`src/rtl/quaternion_to_euler_recentred_macros.svh`:
```
// Assertion macros used by the top-level RTL file.
`ifndef QUATERNION_TO_EULER_RECENTRED_MACROS_SVH
`define QUATERNION_TO_EULER_RECENTRED_MACROS_SVH
`ifndef SYNTH
`define Q2E_ASSERT_IMP(label, clk, rst_n, a, c) \
    label: assert property (@(posedge clk) disable iff (!rst_n) (a) |-> (c)) \
        else $error("assertion failed");
`define Q2E_ASSERT_NEXT(label, clk, rst_n, a, c) \
    label: assert property (@(posedge clk) disable iff (!rst_n) (a) |=> (c)) \
        else $error("assertion failed");
`else
`define Q2E_ASSERT_IMP(label, clk, rst_n, a, c)
`define Q2E_ASSERT_NEXT(label, clk, rst_n, a, c)
`endif
`endif

```
`src/rtl/q2e_pkg.sv`:
```
`timescale 1ns / 1ps
package q2e_pkg;
    localparam int CORDIC_STEPS = 16;
    localparam int ATAN_LEN     = 24;
    localparam int COR_N        = (CORDIC_STEPS > ATAN_LEN) ? ATAN_LEN : CORDIC_STEPS;
    localparam int ISQRT_STEPS  = 29;
    localparam int MUL_COUNT    = 9;

    localparam int XW = 40;
    localparam int ZW = 27;
    localparam int SW = 34;

    localparam logic signed [15:0] DEG180_Q7 = 16'sd23040;
    localparam logic signed [16:0] DEG360_Q7 = 17'sd46080;
    localparam logic signed [15:0] DEG90_Q7  = 16'sd11520;
    localparam logic signed [ZW-1:0] DEG180_INT = 27'sd11796480;

    localparam logic [1:0] SEL_YAW   = 2'd0;
    localparam logic [1:0] SEL_PITCH = 2'd1;
    localparam logic [1:0] SEL_ROLL  = 2'd2;

    typedef struct packed {
        logic       load;
        logic       mul_en;
        logic [3:0] mul_idx;
        logic       sq_en;
        logic       sqrt_step;
        logic       cor_init;
        logic       cor_step;
        logic [4:0] cor_idx;
        logic       ang_store;
        logic [1:0] sel;
        logic       fin;
    } t_cmd;

    typedef struct packed {
        logic p_sat;
    } t_sts;

    function automatic logic [21:0] atan_lut(input logic [4:0] i);
        logic [21:0] v;
        case (i)
            5'd0:  v = 22'd2949120;
            5'd1:  v = 22'd1740967;
            5'd2:  v = 22'd919879;
            5'd3:  v = 22'd466945;
            5'd4:  v = 22'd234379;
            5'd5:  v = 22'd117304;
            5'd6:  v = 22'd58666;
            5'd7:  v = 22'd29335;
            5'd8:  v = 22'd14668;
            5'd9:  v = 22'd7334;
            5'd10: v = 22'd3667;
            5'd11: v = 22'd1833;
            5'd12: v = 22'd917;
            5'd13: v = 22'd458;
            5'd14: v = 22'd229;
            5'd15: v = 22'd115;
            5'd16: v = 22'd57;
            5'd17: v = 22'd29;
            5'd18: v = 22'd14;
            5'd19: v = 22'd7;
            5'd20: v = 22'd4;
            5'd21: v = 22'd2;
            5'd22: v = 22'd1;
            default: v = 22'd0;
        endcase
        return v;
    endfunction
endpackage

```
`src/rtl/q2e_ctrl.sv`:
```
`timescale 1ns / 1ps
module q2e_ctrl (
    input  logic          i_clk,
    input  logic          i_rst_n,
    input  logic          i_s_tvalid,
    output logic          o_s_tready,
    output logic          o_m_tvalid,
    input  logic          i_m_tready,
    output q2e_pkg::t_cmd o_cmd,
    input  q2e_pkg::t_sts i_sts
);
    typedef enum logic [8:0] {
        S_IDLE   = 9'b000000001,
        S_MUL    = 9'b000000010,
        S_SQ     = 9'b000000100,
        S_SQW    = 9'b000001000,
        S_SQRT   = 9'b000010000,
        S_CINIT  = 9'b000100000,
        S_CSTEP  = 9'b001000000,
        S_CSTORE = 9'b010000000,
        S_FIN    = 9'b100000000
    } t_state;

    t_state     r_state, n_state;
    logic [4:0] r_cnt, n_cnt;
    logic [1:0] r_sel, n_sel;
    logic       r_ovalid, n_ovalid;
    logic       r_sat, n_sat;

    always_comb begin
        n_state  = r_state;
        n_cnt    = r_cnt;
        n_sel    = r_sel;
        n_sat    = r_sat;
        n_ovalid = r_ovalid && !i_m_tready;
        o_cmd    = '0;
        o_cmd.mul_idx = r_cnt[3:0];
        o_cmd.cor_idx = r_cnt;
        o_cmd.sel     = r_sel;
        case (r_state)
            S_IDLE: begin
                if (i_s_tvalid) begin
                    o_cmd.load = 1'b1;
                    n_cnt   = '0;
                    n_state = S_MUL;
                end
            end
            S_MUL: begin
                o_cmd.mul_en = (r_cnt < 5'(q2e_pkg::MUL_COUNT));
                n_cnt = r_cnt + 5'd1;
                if (r_cnt == 5'(q2e_pkg::MUL_COUNT)) begin
                    n_state = S_SQ;
                end
            end
            S_SQ: begin
                o_cmd.sq_en = 1'b1;
                n_sat = i_sts.p_sat;
                n_state = S_SQW;
            end
            S_SQW: begin
                n_cnt = '0;
                if (r_sat) begin
                    n_sel   = q2e_pkg::SEL_YAW;
                    n_state = S_CINIT;
                end else begin
                    n_state = S_SQRT;
                end
            end
            S_SQRT: begin
                o_cmd.sqrt_step = 1'b1;
                n_cnt = r_cnt + 5'd1;
                if (r_cnt == 5'(q2e_pkg::ISQRT_STEPS - 1)) begin
                    n_sel   = q2e_pkg::SEL_PITCH;
                    n_state = S_CINIT;
                end
            end
            S_CINIT: begin
                o_cmd.cor_init = 1'b1;
                n_cnt   = '0;
                n_state = S_CSTEP;
            end
            S_CSTEP: begin
                o_cmd.cor_step = 1'b1;
                n_cnt = r_cnt + 5'd1;
                if (r_cnt == 5'(q2e_pkg::COR_N - 1)) begin
                    n_state = S_CSTORE;
                end
            end
            S_CSTORE: begin
                o_cmd.ang_store = 1'b1;
                case (r_sel)
                    q2e_pkg::SEL_PITCH: begin
                        n_sel   = q2e_pkg::SEL_YAW;
                        n_state = S_CINIT;
                    end
                    q2e_pkg::SEL_YAW: begin
                        n_sel   = q2e_pkg::SEL_ROLL;
                        n_state = S_CINIT;
                    end
                    default: n_state = S_FIN;
                endcase
            end
            S_FIN: begin
                if (!r_ovalid || i_m_tready) begin
                    o_cmd.fin = 1'b1;
                    n_ovalid  = 1'b1;
                    n_state   = S_IDLE;
                end
            end
            default: n_state = S_IDLE;
        endcase
    end

    always_ff @(posedge i_clk) begin
        if (!i_rst_n) begin
            r_state  <= S_IDLE;
            r_cnt    <= '0;
            r_sel    <= q2e_pkg::SEL_YAW;
            r_ovalid <= 1'b0;
            r_sat    <= 1'b0;
        end else begin
            r_state  <= n_state;
            r_cnt    <= n_cnt;
            r_sel    <= n_sel;
            r_ovalid <= n_ovalid;
            r_sat    <= n_sat;
        end
    end

    assign o_s_tready = (r_state == S_IDLE);
    assign o_m_tvalid = r_ovalid;
endmodule

```
`config.mk`:
```
export PLATFORM = sky130hd
export DESIGN_NAME = q2e_ctrl
export DESIGN_NICKNAME = d
export VERILOG_FILES = /design/src/rtl/quaternion_to_euler_recentred_macros.svh /design/src/rtl/q2e_pkg.sv /design/src/rtl/q2e_ctrl.sv
export SDC_FILE = /design/constraint.sdc
export NUM_CORES = 1
export LEC_CHECK = 0
export BUFFER_PORTS_ARGS = -buffer_cell sky130_fd_sc_hd__buf_2
export CAP_MARGIN = 10
export CELL_PAD_IN_SITES_DETAIL_PLACEMENT = 1
export CELL_PAD_IN_SITES_GLOBAL_PLACEMENT = 2
export CORE_MARGIN = 5
export CORE_UTILIZATION = 33
export DETAILED_ROUTE_END_ITERATION = 8
export PLACE_DENSITY = 0.84
export SYNTH_ARGS = -nofsm -noshare
export SYNTH_HDL_FRONTEND = slang
export SYNTH_SLANG_ARGS = --single-unit
```
`constraint.sdc`:
```
create_clock -name i_clk -period 4 [get_ports i_clk]
set_input_delay 0.8 -clock i_clk [delete_from_list [all_inputs] [get_ports i_clk]]
set_output_delay 0.8 -clock i_clk [all_outputs]
set_load 0.05 [all_outputs]
```
==> results.json <==
{
  "synth_top_area_share_pct": 31.4,
  "fillerInstances": 420,
  "skew_ps": 1.57,
  "root_buffer": "clkbuf_4",
  "wire_per_inst_um": 15.4,
  "core_um2": 3340,
  "drive_above_1_share_pct": 23.6,
  "status": "finished, final reports clean",
  "synth_edf_count": 0,
  "vdd_ir_drop_max_mv": 0.175,
  "finalCriticalPeriod_ps": 2890,
  "finalSetupTns_ps": 0,
  "syn_avg_cell_area_um2": 8.37,
  "grt_pass1_wl_mm": 5.22,
  "die_h_um": 68.9,
  "rsz0062_at_grt": "no",
  "dr.pass1.iters": 4,
  "numCtsBuffers": 3,
  "final_util_pct": 39.0,
  "clock-sinks": 18,
  "clockBufferDepth": 2,
  "worstPathRequired_ps": 3200,
  "whs_ps": 496,
  "cp.arrival_ps": 2090,
  "gp_congestion": 0.781,
  "grtUsageTotal_pct": 14.7,
  "io_pins": 26,
  "ctsHtreeMaxLevel": 1,
  "power.density_nw_per_um2": 483,
  "routed-via-count": 1076,
  "syn_inst": 137,
  "register_area_um2": 360,
  "synth_area_um2": 1150,
  "die_w_um": 68.9,
  "synthTopCellsByArea": "dfxtp_1 (31%), nor2_1 (4.6%), ha_1 (4.4%)",
  "wl_met1_mm": 1.50,
  "hp-class": "reg -> reg",
  "antenna_found_initial": 0,
  "cap_violations": 0,
  "yosysWarningCount": 0,
  "syn_nets": 146,
  "fmax_mhz": 346,
  "end_kind": "output port",
  "area_delta_synth_final_pct": 13.5,
  "power_leakage_nw": 0.551,
  "ys_types": 43,
  "initial_core_util_pct": 34.3,
  "slew_violations": 0,
  "port-buffer-count": 25,
  "grt_max_degree": 11,
  "synth_top_cell_by_area": "dfxtp_1",
  "maxSlewHeadroom_pct": 66.2,
  "finalHoldViolations": 0,
  "setup_viol": 0,
  "top_layer": "met4",
  "overflow": 0,
  "ys_seq_elements": 18,
  "vias_per_cell": 5.30,
  "post_cts_buffers": 0,
  "wl_met3_um": 168,
  "tightest_slew_ps": 500,
  "ys_async_sr_fraction_pct": 0,
  "worst-setup-path-type": "reg -> out",
  "die-area_um2": 4750,
  "period_share_pct": 72.2,
  "hold_buffers": 0,
  "drtAntennaViolNets": 0,
  "ys_seq_area_share_pct": 31.4,
  "synth_flop_cell": "dfxtp_1",
  "grt_pass1_vias": 1041,
  "ctsResizeCount": 0,
  "diodes": 0,
  "critPathMaxFanout": 9,
  "fin_nets": 167,
  "drt_iter0_drc": 33,
  "power.total_mw": 0.629,
  "multi_input_area_um2": 696,
  "std_cell_rows": 21,
  "dp_cells": 199,
  "dp_hpwl_mm": 2.47,
  "path_clk_slew_ps": 110,
  "wl_mm": 3.13,
  "worstSkewPairLatency_ps": 300,
  "fin_cells": 203,
  "route.detailed.drc": 0,
  "wl_met2_mm": 1.44,
  "worst_setup_path_start_kind": "flop",
  "cts_tree": "done"
}
## per-stage QoR
| step | setup WS, ps | area, um2 |
|---|---|---|
| after CTS | 1070 | 1300 |
| final | 1110 | 1300 |
| after detailed placement | 1430 | 1260 |
| after global routing | 894 | 1300 |
| after floorplan | 985 | 1150 |
| after global placement | 1460 | 1260 |
## worst max-delay path, stage by stage, from the launching register on
cell,delay [ps]
dfxtp_1,410
nor4_4,490
nand4b_1,340
nor3_1,250
buf_2,290
## report_power, final
| part | total (mW) | switching (mW) | internal, mW |
|---|---|---|---|
| clock | 0.118 | 0.0623 | 0.0555 |
| combinational | 0.284 | 0.182 | 0.102 |
| sequential | 0.227 | 0.0337 | 0.193 |
| total | 0.629 | 0.278 | 0.351 |
## cells in the final DEF (no fill, tap or decap), types with 4 or more instances in the layout
cell type	Yosys	layout
ha_1	4	4
inv_1	6	6
nor2_1	14	14
nand3_1	4	4
nand2_1	10	10
buf_2	3	25
nand2b_1	4	4
a21oi_1	9	9
nand4b_1	5	5
nor2b_1	4	4
nor3_1	6	6
dfxtp_1	18	18
o21ai_0	7	7
## sequential cells by signal, summed over array words and instances (netlist names)
register    flops
o_m_tvalid      1
r_cnt           5
r_sat           1
r_sel           2
r_state         9
## final timing paths
kind | from | end | slack (ps) | cells after the start
max reg2reg | r_cnt[0]$_SDFFE_PN0P_ | r_state[5]$_SDFFE_PN0P_ | 1960 | 6
min reg2reg | r_sel[0]$_SDFFE_PN0P_ | r_sel[0]$_SDFFE_PN0P_ | 500 | 2
min | r_sel[0]$_SDFFE_PN0P_ | r_sel[0]$_SDFFE_PN0P_ | 500 | 2
max | r_state[5]$_SDFFE_PN0P_ | o_cmd[17] | 1110 | 4
## synthesized netlist by cell type (all sizes together) (3+ instances only)
| library cell | number |
|---|---|
| a21oi | 9 |
| a31oi | 3 |
| buf | 9 |
| dfxtp | 18 |
| ha | 4 |
| inv | 6 |
| nand2 | 10 |
| nand2b | 4 |
| nand3 | 4 |
| nand4b | 5 |
| nor2 | 15 |
| nor2b | 4 |
| nor3 | 6 |
| o21ai | 7 |
## cell type report
cell class                 instances  share of cell area (%)
tap                               46                    4.42
clock buffer                       4                    2.79
timing repair buffer              25                    9.62
multi-input combinational        103                    53.5
inverter                           7                    2.02
sequential                        18                    27.7
## kinds of logic after synthesis
| kind of cell | synth area share (%) |
|---|---|
| simple gates | 37.1 |
| fa+ha+maj | 4.37 |
| xor+xnor | 2.29 |
| flops | 31.4 |
| buf+inv | 7.86 |
| compound gates | 16.9 |
## routing by layer
layer	GRT usage [%]	up-vias
met2	23.2	27
met1	20.3	510
met4	3.65	0
li1	-	537
met3	3.08	2
met5	0	-
Power figures use the tool's default switching activity.
